===== config.mk =====
export PLATFORM = sky130hd
export DESIGN_NAME = opcode_record_decoder
export DESIGN_NICKNAME = d
export VERILOG_FILES = /design/src/ord_pkg.sv /design/src/ord_parser.sv /design/src/ord_res_queue.sv /design/src/opcode_record_decoder.sv
export SDC_FILE = /design/constraint.sdc
export NUM_CORES = 1
export LEC_CHECK = 0
export BUFFER_PORTS_ARGS = -buffer_cell sky130_fd_sc_hd__clkbuf_2
export CAP_MARGIN = 10
export CORE_MARGIN = 1.5
export CORE_UTILIZATION = 30
export CTS_BUF_LIST = sky130_fd_sc_hd__clkbuf_4
export CTS_CLUSTER_DIAMETER = 80
export CTS_CLUSTER_SIZE = 20
export DETAILED_ROUTE_END_ITERATION = 6
export GPL_ROUTABILITY_DRIVEN = 0
export PLACE_DENSITY = 0.55
export SLEW_MARGIN = 20
export SYNTH_ARGS = -nofsm -noshare
export SYNTH_HDL_FRONTEND = slang
export SYNTH_SLANG_ARGS = --single-unit

===== constraint.sdc =====
create_clock -name aclk -period 8.4 [get_ports aclk]
set_input_delay 0.42 -clock aclk [delete_from_list [all_inputs] [get_ports aclk]]
set_output_delay 0.42 -clock aclk [all_outputs]
set_load 0.1 [all_outputs]

===== src/ord_pkg.sv =====
// Package for the opcode record decoder.
// Holds the word types, parse phase and event codes, limits and the tick scaling function.
// No dependencies.
package ord_pkg;

    // Limits on kept sets.
    localparam logic [7:0] MAX_SET_IDS = 8'd48;
    localparam logic [3:0] MAX_SETS    = 4'd8;

    // Result queue depth and pointer widths.
    localparam int QUEUE_DEPTH = 4;
    localparam int QPTR_W      = $clog2(QUEUE_DEPTH);
    localparam int QCNT_W      = $clog2(QUEUE_DEPTH + 1);

    // Opcode byte values.
    localparam logic [7:0] OP_END  = 8'd0;
    localparam logic [7:0] OP_LOOP = 8'd1;
    localparam logic [7:0] OP_SET  = 8'd2;
    localparam logic [7:0] OP_FIN  = 8'd3;
    localparam logic [7:0] OP_FOUT = 8'd4;

    typedef enum logic [3:0] {
        PH_OPCODE = 4'd0,
        PH_LOOP_N = 4'd1,
        PH_LOOP_H = 4'd2,
        PH_LOOP_L = 4'd3,
        PH_MIN_H  = 4'd4,
        PH_MIN_L  = 4'd5,
        PH_MAX_H  = 4'd6,
        PH_MAX_L  = 4'd7,
        PH_SET_N  = 4'd8,
        PH_SID_H  = 4'd9,
        PH_SID_L  = 4'd10,
        PH_FADE_C = 4'd11,
        PH_FADE_H = 4'd12,
        PH_FADE_L = 4'd13
    } phase_t;

    typedef enum logic [3:0] {
        EV_LOOP_HDR = 4'd0,
        EV_LOOP_ID  = 4'd1,
        EV_SET_HDR  = 4'd2,
        EV_SET_ID   = 4'd3,
        EV_FADE_IN  = 4'd4,
        EV_FADE_OUT = 4'd5,
        EV_COMPLETE = 4'd6,
        EV_TRUNC    = 4'd7,
        EV_UNKNOWN  = 4'd8
    } event_kind_t;

    typedef struct packed {
        logic [7:0] data_byte;
        logic       first_byte;
        logic       last_byte;
    } in_word_t;

    typedef struct packed {
        event_kind_t event_kind;
        logic [15:0] item_id;
        logic [7:0]  item_count;
        logic [3:0]  set_slot;
        logic        accepted;
        logic [20:0] min_ms;
        logic [20:0] max_ms;
        logic [7:0]  fade_curve;
        logic [20:0] fade_ms;
        logic [15:0] consumed_bytes;
        logic        last_result;
    } out_word_t;

    // Up to two result words produced by one input word.
    typedef struct packed {
        logic [1:0] count;
        out_word_t  res0;
        out_word_t  res1;
    } res_push_t;

    // Ticks to milliseconds: times 20 as (x << 4) + (x << 2).
    function automatic logic [20:0] ticks_to_ms(input logic [15:0] ticks);
        logic [20:0] wide;
        wide = {5'd0, ticks};
        return (wide << 4) + (wide << 2);
    endfunction

endpackage


===== src/ord_parser.sv =====
// Parse state and event generation for one input word per cycle while step is high.
// Depends on ord_pkg.
module ord_parser
    import ord_pkg::*;
(
    input  logic      aclk,
    input  logic      aresetn,
    input  logic      step,
    input  in_word_t  in_word,
    output res_push_t push
);

    phase_t      phase_reg,   phase_next;
    logic        halted_reg,  halted_next;
    logic [15:0] pos_reg,     pos_next;
    logic [7:0]  ids_reg,     ids_next;
    logic [7:0]  hi_reg,      hi_next;
    logic [15:0] min_reg,     min_next;
    logic [15:0] max_reg,     max_next;
    logic [7:0]  curve_reg,   curve_next;
    logic [3:0]  kept_reg,    kept_next;
    logic        kflag_reg,   kflag_next;
    logic        loop_reg,    loop_next;
    logic [7:0]  dropped_reg, dropped_next;
    logic [15:0] super_reg,   super_next;

    // Next state and result words for the word in the input register.
    always_comb begin
        phase_t      c_phase;
        logic        c_halted;
        logic [15:0] c_pos;
        logic [7:0]  c_ids;
        logic [7:0]  c_hi;
        logic [15:0] c_min;
        logic [15:0] c_max;
        logic [7:0]  c_curve;
        logic [3:0]  c_kept;
        logic        c_kflag;
        logic        c_loop;
        logic [7:0]  c_dropped;
        logic [15:0] c_super;
        logic [7:0]  b;
        logic [15:0] word;
        logic [3:0]  slot;
        logic        has_ev;
        logic        has_trunc;
        out_word_t   ev;
        out_word_t   trunc;

        // A first word starts from the reset state.
        if (in_word.first_byte) begin
            c_phase = PH_OPCODE; c_halted = 1'b0; c_pos = '0; c_ids = '0;
            c_hi = '0; c_min = '0; c_max = '0; c_curve = '0; c_kept = '0;
            c_kflag = 1'b0; c_loop = 1'b0; c_dropped = '0; c_super = '0;
        end else begin
            c_phase = phase_reg; c_halted = halted_reg; c_pos = pos_reg;
            c_ids = ids_reg; c_hi = hi_reg; c_min = min_reg; c_max = max_reg;
            c_curve = curve_reg; c_kept = kept_reg; c_kflag = kflag_reg;
            c_loop = loop_reg; c_dropped = dropped_reg; c_super = super_reg;
        end

        phase_next = c_phase; halted_next = c_halted; pos_next = c_pos;
        ids_next = c_ids; hi_next = c_hi; min_next = c_min; max_next = c_max;
        curve_next = c_curve; kept_next = c_kept; kflag_next = c_kflag;
        loop_next = c_loop; dropped_next = c_dropped; super_next = c_super;

        b         = in_word.data_byte;
        word      = {c_hi, b};
        slot      = '0;
        has_ev    = 1'b0;
        has_trunc = 1'b0;
        ev        = '0;
        trunc     = '0;
        trunc.event_kind = EV_TRUNC;

        if (!c_halted) begin
            pos_next = (c_pos != 16'hFFFF) ? c_pos + 16'd1 : c_pos;

            case (c_phase)
                PH_OPCODE: begin
                    if (b == OP_END) begin
                        has_ev            = 1'b1;
                        ev.event_kind     = EV_COMPLETE;
                        ev.item_id        = c_super;
                        ev.item_count     = c_dropped;
                        ev.set_slot       = c_kept;
                        ev.consumed_bytes = pos_next;
                        halted_next       = 1'b1;
                    end else if (b == OP_LOOP) begin
                        phase_next = PH_LOOP_N;
                    end else if (b == OP_SET) begin
                        phase_next = PH_MIN_H;
                    end else if (b == OP_FIN || b == OP_FOUT) begin
                        ids_next   = (b == OP_FOUT) ? 8'd1 : 8'd0;
                        phase_next = PH_FADE_C;
                    end else begin
                        has_ev        = 1'b1;
                        ev.event_kind = EV_UNKNOWN;
                        ev.item_id    = {8'd0, b};
                        halted_next   = 1'b1;
                    end
                end
                PH_LOOP_N: begin
                    if (c_loop && c_super != 16'hFFFF) begin
                        super_next = c_super + 16'd1;
                    end
                    loop_next     = (b != 8'd0);
                    has_ev        = 1'b1;
                    ev.event_kind = EV_LOOP_HDR;
                    ev.item_count = b;
                    ids_next      = b;
                    phase_next    = (b == 8'd0) ? PH_OPCODE : PH_LOOP_H;
                end
                PH_LOOP_H, PH_MIN_H, PH_MAX_H, PH_SID_H, PH_FADE_H: begin
                    hi_next    = b;
                    phase_next = phase_t'(c_phase + 4'd1);
                end
                PH_LOOP_L: begin
                    has_ev        = 1'b1;
                    ev.event_kind = EV_LOOP_ID;
                    ev.item_id    = word;
                    ids_next      = c_ids - 8'd1;
                    phase_next    = (ids_next == 8'd0) ? PH_OPCODE : PH_LOOP_H;
                end
                PH_MIN_L: begin
                    min_next   = word;
                    phase_next = PH_MAX_H;
                end
                PH_MAX_L: begin
                    max_next   = word;
                    phase_next = PH_SET_N;
                end
                PH_SET_N: begin
                    if (b <= MAX_SET_IDS && c_kept < MAX_SETS) begin
                        kept_next  = c_kept + 4'd1;
                        kflag_next = 1'b1;
                    end else begin
                        kflag_next = 1'b0;
                        if (c_dropped != 8'hFF) begin
                            dropped_next = c_dropped + 8'd1;
                        end
                    end
                    slot          = kflag_next ? kept_next - 4'd1 : 4'd0;
                    has_ev        = 1'b1;
                    ev.event_kind = EV_SET_HDR;
                    ev.item_count = b;
                    ev.set_slot   = slot;
                    ev.accepted   = kflag_next;
                    ev.min_ms     = ticks_to_ms(c_min);
                    ev.max_ms     = ticks_to_ms(c_max);
                    ids_next      = b;
                    phase_next    = (b == 8'd0) ? PH_OPCODE : PH_SID_H;
                end
                PH_SID_L: begin
                    slot          = c_kflag ? c_kept - 4'd1 : 4'd0;
                    has_ev        = 1'b1;
                    ev.event_kind = EV_SET_ID;
                    ev.item_id    = word;
                    ev.set_slot   = slot;
                    ev.accepted   = c_kflag;
                    ids_next      = c_ids - 8'd1;
                    phase_next    = (ids_next == 8'd0) ? PH_OPCODE : PH_SID_H;
                end
                PH_FADE_C: begin
                    curve_next = b;
                    phase_next = PH_FADE_H;
                end
                PH_FADE_L: begin
                    has_ev        = 1'b1;
                    ev.event_kind = (c_ids != 8'd0) ? EV_FADE_OUT : EV_FADE_IN;
                    ev.fade_curve = c_curve;
                    ev.fade_ms    = ticks_to_ms(word);
                    ids_next      = '0;
                    phase_next    = PH_OPCODE;
                end
                default: begin
                    phase_next = PH_OPCODE;
                end
            endcase

            // End of buffer without a finished record.
            if (in_word.last_byte && !halted_next) begin
                has_trunc   = 1'b1;
                halted_next = 1'b1;
            end
        end

        // Pack the results in order and mark the last one.
        push = '0;
        if (has_ev) begin
            push.res0             = ev;
            push.res0.last_result = !has_trunc;
            push.res1             = trunc;
            push.res1.last_result = 1'b1;
            push.count            = has_trunc ? 2'd2 : 2'd1;
        end else if (has_trunc) begin
            push.res0             = trunc;
            push.res0.last_result = 1'b1;
            push.count            = 2'd1;
        end
    end

    // State registers advance once per consumed input word.
    always_ff @(posedge aclk) begin
        if (!aresetn) begin
            phase_reg <= PH_OPCODE; halted_reg <= 1'b0; pos_reg <= '0;
            ids_reg <= '0; hi_reg <= '0; min_reg <= '0; max_reg <= '0;
            curve_reg <= '0; kept_reg <= '0; kflag_reg <= 1'b0;
            loop_reg <= 1'b0; dropped_reg <= '0; super_reg <= '0;
        end else if (step) begin
            phase_reg <= phase_next; halted_reg <= halted_next; pos_reg <= pos_next;
            ids_reg <= ids_next; hi_reg <= hi_next; min_reg <= min_next;
            max_reg <= max_next; curve_reg <= curve_next; kept_reg <= kept_next;
            kflag_reg <= kflag_next; loop_reg <= loop_next;
            dropped_reg <= dropped_next; super_reg <= super_next;
        end
    end

endmodule


===== src/ord_res_queue.sv =====
// Small result queue that takes up to two result words per cycle and hands out one.
// Depends on ord_pkg.
module ord_res_queue
    import ord_pkg::*;
(
    input  logic              aclk,
    input  logic              aresetn,
    input  res_push_t         push,
    output logic [QCNT_W-1:0] fill,
    output logic              m_valid,
    input  logic              m_ready,
    output out_word_t         m_data
);

    out_word_t         entry_reg [QUEUE_DEPTH];
    logic [QPTR_W-1:0] wr_reg, wr_next;
    logic [QPTR_W-1:0] rd_reg, rd_next;
    logic [QCNT_W-1:0] cnt_reg, cnt_next;
    logic              pop;

    assign fill    = cnt_reg;
    assign m_valid = (cnt_reg != '0);
    assign m_data  = entry_reg[rd_reg];
    assign pop     = m_valid && m_ready;

    // Pointer and fill count update.
    always_comb begin
        wr_next  = wr_reg + QPTR_W'(push.count);
        rd_next  = rd_reg + QPTR_W'(pop);
        cnt_next = cnt_reg + QCNT_W'(push.count) - QCNT_W'(pop);
    end

    always_ff @(posedge aclk) begin
        if (!aresetn) begin
            wr_reg  <= '0;
            rd_reg  <= '0;
            cnt_reg <= '0;
        end else begin
            wr_reg  <= wr_next;
            rd_reg  <= rd_next;
            cnt_reg <= cnt_next;
        end
    end

    // Result words are written in order at the write pointer.
    always_ff @(posedge aclk) begin
        if (push.count != 2'd0) begin
            entry_reg[wr_reg] <= push.res0;
        end
        if (push.count == 2'd2) begin
            entry_reg[wr_reg + QPTR_W'(1)] <= push.res1;
        end
    end

endmodule


===== src/opcode_record_decoder.sv =====
// Top level of the opcode record decoder: input register, parser and result queue.
// Depends on ord_pkg, ord_parser and ord_res_queue.
//
//   Channel  Direction  Handshake            Word
//   s_       in         s_valid / s_ready    in_word_t: data_byte, first_byte, last_byte
//   m_       out        m_valid / m_ready    out_word_t: one decoded event
//
// One input word is taken per cycle while s_ready is high; it is parsed out of the input
// register and its zero to two events land in a four-entry result queue.
// An event is offered on m_ once its input word has passed the input register and the queue.
// The input register advances only while the queue has room for two events, so a stall
// on m_ backs up to s_ready after the queue and input register fill.
// Reset is synchronous on aresetn low and clears the parse state and the queue.
module opcode_record_decoder
    import ord_pkg::*;
(
    input  logic      aclk,
    input  logic      aresetn,
    input  logic      s_valid,
    output logic      s_ready,
    input  in_word_t  s_data,
    output logic      m_valid,
    input  logic      m_ready,
    output out_word_t m_data
);

    logic              in_valid_reg;
    in_word_t          in_data_reg;
    logic              step;
    logic [QCNT_W-1:0] fill;
    res_push_t         parsed;
    res_push_t         push;

    // Parse the held word when the queue can take two more events.
    assign step    = in_valid_reg && (fill <= QCNT_W'(QUEUE_DEPTH - 2));
    assign s_ready = !in_valid_reg || step;

    always_comb begin
        push = parsed;
        if (!step) begin
            push.count = 2'd0;
        end
    end

    // Input register.
    always_ff @(posedge aclk) begin
        if (!aresetn) begin
            in_valid_reg <= 1'b0;
        end else if (s_ready) begin
            in_valid_reg <= s_valid;
        end
    end

    always_ff @(posedge aclk) begin
        if (s_valid && s_ready) begin
            in_data_reg <= s_data;
        end
    end

    ord_parser u_parser (
        .aclk    (aclk),
        .aresetn (aresetn),
        .step    (step),
        .in_word (in_data_reg),
        .push    (parsed)
    );

    ord_res_queue u_queue (
        .aclk    (aclk),
        .aresetn (aresetn),
        .push    (push),
        .fill    (fill),
        .m_valid (m_valid),
        .m_ready (m_ready),
        .m_data  (m_data)
    );

endmodule


# After elaboration in Yosys (flattened, before gate mapping)
# Memories as Yosys holds them, arrays and structs flattened. A register that Yosys moved wholly into a read port is not among the register bits.
# Index checks and enable logic that the tools add are counted.
# word_totals
out_inout_bits	123
ff_bits	125
memories	1
input_bits	14
ramBits	484
# op_classes
n_mux	99
add_sub_neg	16
n_lt_le_gt_ge	3
n_eq_ne	21
n_reduce_logical	22
# memory_table
name	depth	width	read_ports	rd_clocked_by_memory_dff	wr	line_no	text
u_queue.entry_reg	4	121	1	1	2	ord_res_queue.sv:15	out_word_t entry_reg [QUEUE_DEPTH];
# op_table
cell	count
two-way mux 120 bit	2
two-way mux 16 bit	15
two-way mux 8 bit	17
two-way mux 123 bit	1
two-way mux 122 bit	1
two-way mux 20 bit	4
two-way mux 4 bit	16
adder 20 x 18 -> 21 bit	3
two-way mux 42 bit	1
case mux 4 bit (9 select lines)	1
adder 16 x 1 -> 16 bit, second input constant	2
!= test 16 bit, second input constant	2
case mux 16 bit (2 select lines)	1
case mux 8 bit (4 select lines)	1
two-way mux 29 bit	1
two-way mux 1 bit	27
equality test 4 bit, second input constant	6
case mux 4 bit (5 select lines)	1
equality test 4 x 3 -> 1 bit, second input constant	4
equality test 8 x 2 -> 1 bit, second input constant	2
zero test 8 bit	2
case mux 8 bit (2 select lines)	1
nonzero test 8 bit	2
two-way mux 12 bit	1
29 further kinds	47

# Logic depth before layout (Yosys ltp)
# Gate-level depths: netlist (run 1).
# logic_depth
depth_word	18
ltp_mapped	23

# By module
# Synthesis (run 1) repeated with hierarchy kept, for this count alone.
# hier_totals
cells_unflattened	2596
area_unflattened_um2	34460.6
# modules_own_cells
module	cells_each	area_each_um2	instances
ord_res_queue	1216	24014.3	1
ord_parser	1359	10055.9	1
opcode_record_decoder	21	390.4	1

# Least setup slack after synthesis (run 1)
# No wires, ideal clock.
# synth_path
path_type	register to register
startpoint	register in_data_reg[1] (netlist name)
endpoint	memory u_queue.entry_reg[0][0] (netlist name), enable pin
path_stages_with_launch	22
required_ps	8131
t_arrival_ps	4228
period_less_slack_ps	4497
slack_ps	3903
cell_sequence	edfxtp_1 -> buf_2 -> buf_2 -> buf_2 -> nor2b_1 -> inv_1 -> ha_1 -> clkbuf_1 -> nor3b_1 -> o21ai_0 -> nand4_1 -> o21ai_1 -> buf_2 -> inv_1 -> ha_1 -> clkbuf_1 -> nor2_2 -> nor3_2 -> nand2_1 -> clkbuf_1 -> clkbuf_1 -> inv_1
# synth_rtl
item	line_no	text
start: declaration	opcode_record_decoder.sv:28	in_word_t in_data_reg;
start signal: assignment	opcode_record_decoder.sv:56	in_data_reg <= s_data;
end: declaration	ord_res_queue.sv:15	

==> results of run 1 <==
-- cell type report --
type | count | area, µm² | share of cell area, %
clock buffers | 43 | 323 | 1.10
diodes | 1 | 2.50 | 0.00849
multi-input cells | 1977 | 14300 | 48.5
clock inverters | 11 | 98.8 | 0.335
inverters | 47 | 176 | 0.599
well taps | 1176 | 1470 | 4.99
repair buffers | 189 | 1120 | 3.82
flip-flops and latches | 585 | 12000 | 40.6
-- where the power goes --
part	switching (mW)	internal, mW
Clock	0.923	0.284
Sequential	0.140	2.91
Combinational	1.03	0.417
Total	2.10	3.61
-- cell usage in the layout (no fill, tap or decap), types with 8 or more instances in the layout --
| master | instances |
|---|---|
| nand2b_1 | 34 |
| a32o_1 | 21 |
| edfxtp_1 | 26 |
| buf_4 | 47 |
| xnor2_1 | 43 |
| clkbuf_2 | 130 |
| or3_1 | 18 |
| mux4_2 | 115 |
| and3_1 | 12 |
| o21ai_0 | 261 |
| dlygate4sd3_1 | 11 |
| a221o_1 | 72 |
| nand3_1 | 56 |
| xor2_1 | 16 |
| a22o_1 | 170 |
| a21o_1 | 18 |
| nor2_1 | 242 |
| nand4_1 | 22 |
| nand2_1 | 322 |
| nand3b_1 | 8 |
| and2_1 | 19 |
| nor3_1 | 35 |
| nor2b_1 | 53 |
| inv_1 | 43 |
| a21oi_1 | 84 |
| o31ai_1 | 10 |
| dfxtp_1 | 557 |
| nor3b_1 | 13 |
| o2111ai_1 | 11 |
| or4_1 | 17 |
| nor4_1 | 9 |
| ha_1 | 62 |
| clkbuf_4 | 43 |
| a211oi_1 | 15 |
| o21a_1 | 14 |
| a31oi_1 | 8 |
| a22oi_1 | 67 |
-- through the flow --
| stage | hold slack [ns] | setup WS [ns] |
|---|---|---|
| floorplan | 0.420 | 3.90 |
| global placement | 0.428 | 2.91 |
| detailed placement | 0.437 | 2.74 |
| CTS | 0.0981 | 2.60 |
| global route | 0.141 | 2.14 |
| finish | 0.152 | 2.54 |
-- critical path, cell delays in order (launching register included) --
cell      delay [ns]
edfxtp_1        0.49
nor2b_1         0.39
inv_1           0.14
ha_1            0.35
nor3b_1         0.19
o21ai_0         0.29
nand4_1         0.24
o21ai_1         0.72
inv_1           0.10
ha_1            0.45
nor2_2          0.16
nor3_2          0.42
nand3_1         0.70
buf_4           0.49
or3_1           0.44
o21ai_0         0.16
-- path summary, 6_finish.rpt --
check | cells after the start | endpoint
max | 15 | u_queue.entry_reg[1][91]$_SDFFE_PP0P_
min | 4 | u_queue.rd_reg[0]$_SDFF_PN0_
max reg2reg | 15 | u_queue.entry_reg[1][91]$_SDFFE_PP0P_
min reg2reg | 2 | u_parser.loop_reg$_SDFFE_PN0P_
-- metal layers --
layer | up-vias | GRT usage, %
li1 | 10500 | -
met1 | 11100 | 25.6
met2 | 690 | 31.8
met4 | 2 | 5.06
met3 | 122 | 2.41
met5 | - | 0
-- cells by family after synthesis --
group | share of synthesized area, %
simple gates | 16.1
mux | 9.80
xor+xnor | 1.90
buf+inv | 3.65
flops | 44.1
compound gates | 21.3
other cells | 0.0138
fa+ha+maj | 3.15
==> metrics.txt, run 1 <==
outcome complete, but fails checks; failing checks design-rule violations; leakage power figure 10.6 nW; Synth Warn # 0; Final Hold Vio Count 0; slew margin rel. around 27%; placed cell areas 28900 µm²; DR vias ~22000; Longest Clk Path Bufs 3; Fillers just over 9000; H-tree depth 2; sequential area share after synthesis 44.1%; crit share post-route between 60% and 70%; #FFs+latches synth 585; Synth cell types around 90; WL final around 90 mm; critical path type reg -> reg; RSZ-0062 raised after global routing no; initial core utilization 30.2%; WL met1 about 41 mm; die footprint 92400 µm²; clock skew approximately 0.083 ns; top sig layer met5; Arrival @ worst endpoint around 6.6 ns; final setup violation count 0; number of buffers inserted during clock tree synthesis 37; number of global-route vias before repair roughly 22000; Core Box Area 89900 µm²; commonest cells in the netlist dfxtp_1 (559), nand2_1 (324), o21ai_0 (261), nor2_1 (243), a22o_1 (170); # rows 110; DPL Wire Length 57.7 mm; predominant post-synthesis flop cell dfxtp_1; antenna violations before repair 3; TNS Setup 0 ns; Cell Count, Final, Fillers Out 4029; post_cts resized 0; max-slew violation count 0; CTS tree built; Hold Crit Start m_ready; Finished Cell Area slightly below 30000 µm²; post-synth top area share approximately two fifths; most frequent cell after synthesis dfxtp_1; Final Core Density 32.8%; total gr overflow 0; CP startpoint in_data_reg[1]$_DFFE_PP_; Max-cap violations 0; Worst-Margin Slew approximately 1.1 ns; Worst-path clk slew 0.22 ns; clk root buf clkbuf_4; first-pass GRT wire length about 140 mm; Mapped Cells 2801; I/O pin total ~140; drt wl/cell approximately 22 µm; met2 wire len 42.5 mm; dpl cells 3962; Final ANT Viol Nets 0; largest net degree at the start of global routing 70; setup slack, reg-to-reg roughly 2.5 ns; PwrDens approximately 190 nW/µm²; Min Clock Period, post-route ~6 ns; Nets about 2900; leading area contributor after synthesis dfxtp_1; hold-fix buffer count after cts 11; total track usage approximately a fifth; DRC Markers 2; Die H ~300 µm; worst skew pair latency between 0.8 and 0.9 ns; worst endpoint required time 9.14 ns; Mean Syn Cell Area roughly 9.7 µm²; Die Width 304 µm; layout cell share with drive strength beyond 1 13.8%; Max IR drop VDD approximately 0.00013 V; synthesis-to-finish area growth 8.52%; Worst Path Max Fanout 15; total power 5.70 mW; Buffers on Ports 130; max reg flops 460; Post-CTS Setup Bufs 0; Num Clock Sinks 585; Peak Freq roughly 0.17 GHz; worst hold path class in -> reg; first drt pass iteration count 7; Cell Area, Synth about 27000 µm²; crit path launch type flip-flop; FF-to-FF Start in_data_reg[1]$_DFFE_PP_; metal3 WL roughly 4.8 mm; EDFF count, synth 26; Area contributors post-synth dfxtp_1 (41%), mux4_2 (9.5%), a22o_1 (5.5%); Iter 0 DRT Violations 2082; vias per cell between 5 and 6; fraction of registers with async set or reset after synthesis 0%; crit end category flip-flop
Power figures use the tool's default switching activity.
==> inputs of run 2 (changes only) <==
--- a/config.mk
+++ b/config.mk
@@ -14,7 +14,7 @@
 export CTS_CLUSTER_SIZE = 20
 export DETAILED_ROUTE_END_ITERATION = 6
 export GPL_ROUTABILITY_DRIVEN = 0
-export PLACE_DENSITY = 0.55
+export PLACE_DENSITY = 0.56
 export SLEW_MARGIN = 20
 export SYNTH_ARGS = -nofsm -noshare
 export SYNTH_HDL_FRONTEND = slang
==> constraint.sdc (replaced) <==
create_clock -name aclk -period 5.2 [get_ports aclk]
set_input_delay 0.26 -clock aclk [delete_from_list [all_inputs] [get_ports aclk]]
set_output_delay 0.26 -clock aclk [all_outputs]
set_load 0.1 [all_outputs]
==> metrics.txt, run 2 (synthesis results as in run 1) <==
outcome complete, no violations; layout cell share with drive strength beyond 1 14.8% (+0.99 points); clk root buf clkbuf_4; share of power burned in registers 53.0% (-0.4 points); top sig layer met4; Die H 304 µm (unchanged); Die Width 304 µm (unchanged); drt wl/cell 22.3 µm (-0.13%); initial core utilization 30.2% (unchanged); TNS Setup 0 ns (unchanged); metal3 WL 4.94 mm (+3.9%); number of global-route vias before repair 21700 (+0.21%); max reg flops 460 (unchanged); max-slew violation count 0 (unchanged); first drt pass iteration count 6 (-1); total gr overflow 0 (unchanged); largest net degree at the start of global routing 63 (-10%); dpl cells 3990 (+0.71%); Arrival @ worst endpoint 5.59 ns (-1.01 ns); Final ANT Viol Nets 0 (unchanged); DR vias 22600 (+0.69%); Worst-Margin Slew 1.13 ns (+0.0436 ns); Worst-path clk slew 0.21 ns (about the same); Max IR drop VDD 0.000264 V (+98%); clock share of power 20.7% (-0.5 points); # rows 110 (unchanged); Max-cap violations 0 (unchanged); Cell Count, Final, Fillers Out 4055 (+0.65%); Final Hold Vio Count 0 (unchanged); final setup violation count 0 (unchanged); leakage power figure 10.7 nW (+1.3%); hold depth 2 (-2); worst skew pair latency 0.86 ns (-0.02 ns); r2r endpoint u_queue.entry_reg[2][65]$_SDFFE_PP0N_; Worst Path Max Fanout 48 (+33); worst hold path class in -> reg; met2 wire len 42.3 mm (-0.65%); CP endpoint u_queue.entry_reg[2][65]$_SDFFE_PP0N_; clock skew 0.0680 ns (-0.0145 ns); WL final 90.5 mm (+0.51%); H-tree depth 2 (unchanged); Nets 2945 (+0.96%); Min Clock Period, post-route 4.83 ns (-1.03 ns); Core Box Area 89900 µm² (unchanged); cell internal pwr 5.83 mW (+62%); crit share post-route 92.8% (+23 points); FF-to-FF Start in_data_reg[1]$_DFFE_PP_; DPL Wire Length 60.4 mm (+4.6%); Buffers on Ports 130 (unchanged); Post-CTS Setup Bufs 0 (unchanged); switching part of the total 36.8% (+0.054 points); I/O pin total 137 (unchanged); WL met1 40.7 mm (+0.34%); most frequent cells in the layout dfxtp_1 (557), nand2_1 (320), o21ai_0 (261), nor2_1 (242), a22o_1 (170); antenna violations before repair 3 (unchanged); worst endpoint required time 5.97 ns (-3.17 ns); CP startpoint in_data_reg[1]$_DFFE_PP_; number of buffers inserted during clock tree synthesis 37 (unchanged); total track usage 19.0% (+0.043 points); DRC Markers 0 (-2); first-pass GRT wire length 137 mm (+0.14%); crit end category flip-flop; Final Core Density 33.1% (+0.32 points); Peak Freq 0.207 GHz (+21%); crit path launch type flip-flop; CTS tree built; vias per cell 5.56 (about the same); die footprint 92400 µm² (unchanged); commonest non-fill, non-tap cell in the layout dfxtp_1; Iter 0 DRT Violations 1933 (-7.2%); Num Clock Sinks 585 (unchanged); worst r2r path cells 15 (unchanged); slew margin rel. 24.0% (-3.1 points); PwrDens 310 nW/µm² (+60%); setup slack, reg-to-reg 0.37 ns (-2.17 ns); critical path type reg -> reg; Psw 3.39 mW (+62%); power share of the combinational group 26.3% (+0.9 points); synthesis-to-finish area growth 9.58%; Longest Clk Path Bufs 3 (unchanged)
run 2: changes by cell type in the layout (fill, tap and decap cells not counted), sizes merged:
cell,before,now
clkinvlp,0,1
buf,48,75
inv,49,48
dlygate4sd3,11,12
bufinv,1,0
clkbuf,173,174
clkinv,8,6
run 2: worst min-delay path by stage:
stage / slack (ns) / start / end
2_1_floorplan: 0.36 / s_data[0] / in_data_reg[0]$_DFFE_PP_
5_1_grt: 0.10 / aresetn / u_parser.dropped_reg[7]$_SDFFE_PN0P_
3_3_place_gp: 0.43 / u_queue.entry_reg[2][23]$_SDFFE_PP0N_ / u_queue.entry_reg[2][23]$_SDFFE_PP0N_
3_5_place_dp: 0.44 / u_queue.entry_reg[2][93]$_SDFFE_PP0N_ / u_queue.entry_reg[2][93]$_SDFFE_PP0N_
4_1_cts: 0.06 / aresetn / u_parser.pos_reg[9]$_SDFFE_PN0P_
6_report: 0.13 / aresetn / u_parser.pos_reg[14]$_SDFFE_PN0P_
run 2: cell type report:
| cell class | count | area (µm²) |
|---|---|---|
| well taps | 1176 | 1470 |
| multi-input cells | 1977 | 14300 |
| clock inverters | 8 | 70.1 |
| flip-flops and latches | 585 | 12000 |
| repair buffers | 217 | 1420 |
| clock buffers | 44 | 330 |
| diodes | 1 | 2.50 |
| inverters | 47 | 176 |
| fillers | 9259 | 60100 |
run 2: critical path, stage by stage, from the launching register on:
cell	delay, ns
edfxtp_1	0.48
nor2b_1	0.36
inv_1	0.13
ha_1	0.23
and2_0	0.15
o21ai_0	0.29
nand4_1	0.27
o21ai_1	0.24
inv_1	0.07
ha_1	0.42
nor2_2	0.04
buf_4	0.18
nor3_2	0.42
nand2_4	0.60
buf_12	0.43
a221o_1	0.38
run 2: power groups by stage:
stage          Combinational (mW)  Clock [mW]  Sequential (mW)
2_1_floorplan                1.87           0             4.85
3_3_place_gp                 2.43           0             4.98
3_5_place_dp                 2.43           0             4.98
4_1_cts                      2.44        1.96             4.89
5_1_grt                      2.56        2.12             4.92
6_report                     2.42        1.91             4.89
run 2: timing repair:
| action | in CTS | in global routing |
|---|---|---|
| endpoints found under the setup margin | 0 | 38 |
| resized for setup | 0 | 3 |
| hold endpoints to repair | 13 | 0 |
| hold buffers | 12 | 0 |
run 2: per-layer routing:
layer	vias to the layer above	GRT usage [%]
li1	10500	-
met1	11300	25.9
met2	669	31.1
met3	123	2.56
met4	0	5.69
met5	-	0
run 2: through the flow:
step           setup slack, ns  instance area, µm²  total power [mW]  hold slack (ns)
4_1_cts                  0.345               29700              9.29           0.0634
3_5_place_dp             0.442               29200              7.41            0.439
6_report                 0.375               29800              9.22            0.132
3_3_place_gp             0.443               29200              7.40            0.429
5_1_grt               -0.00341               29800              9.60            0.102
2_1_floorplan            0.703               27200              6.72            0.359
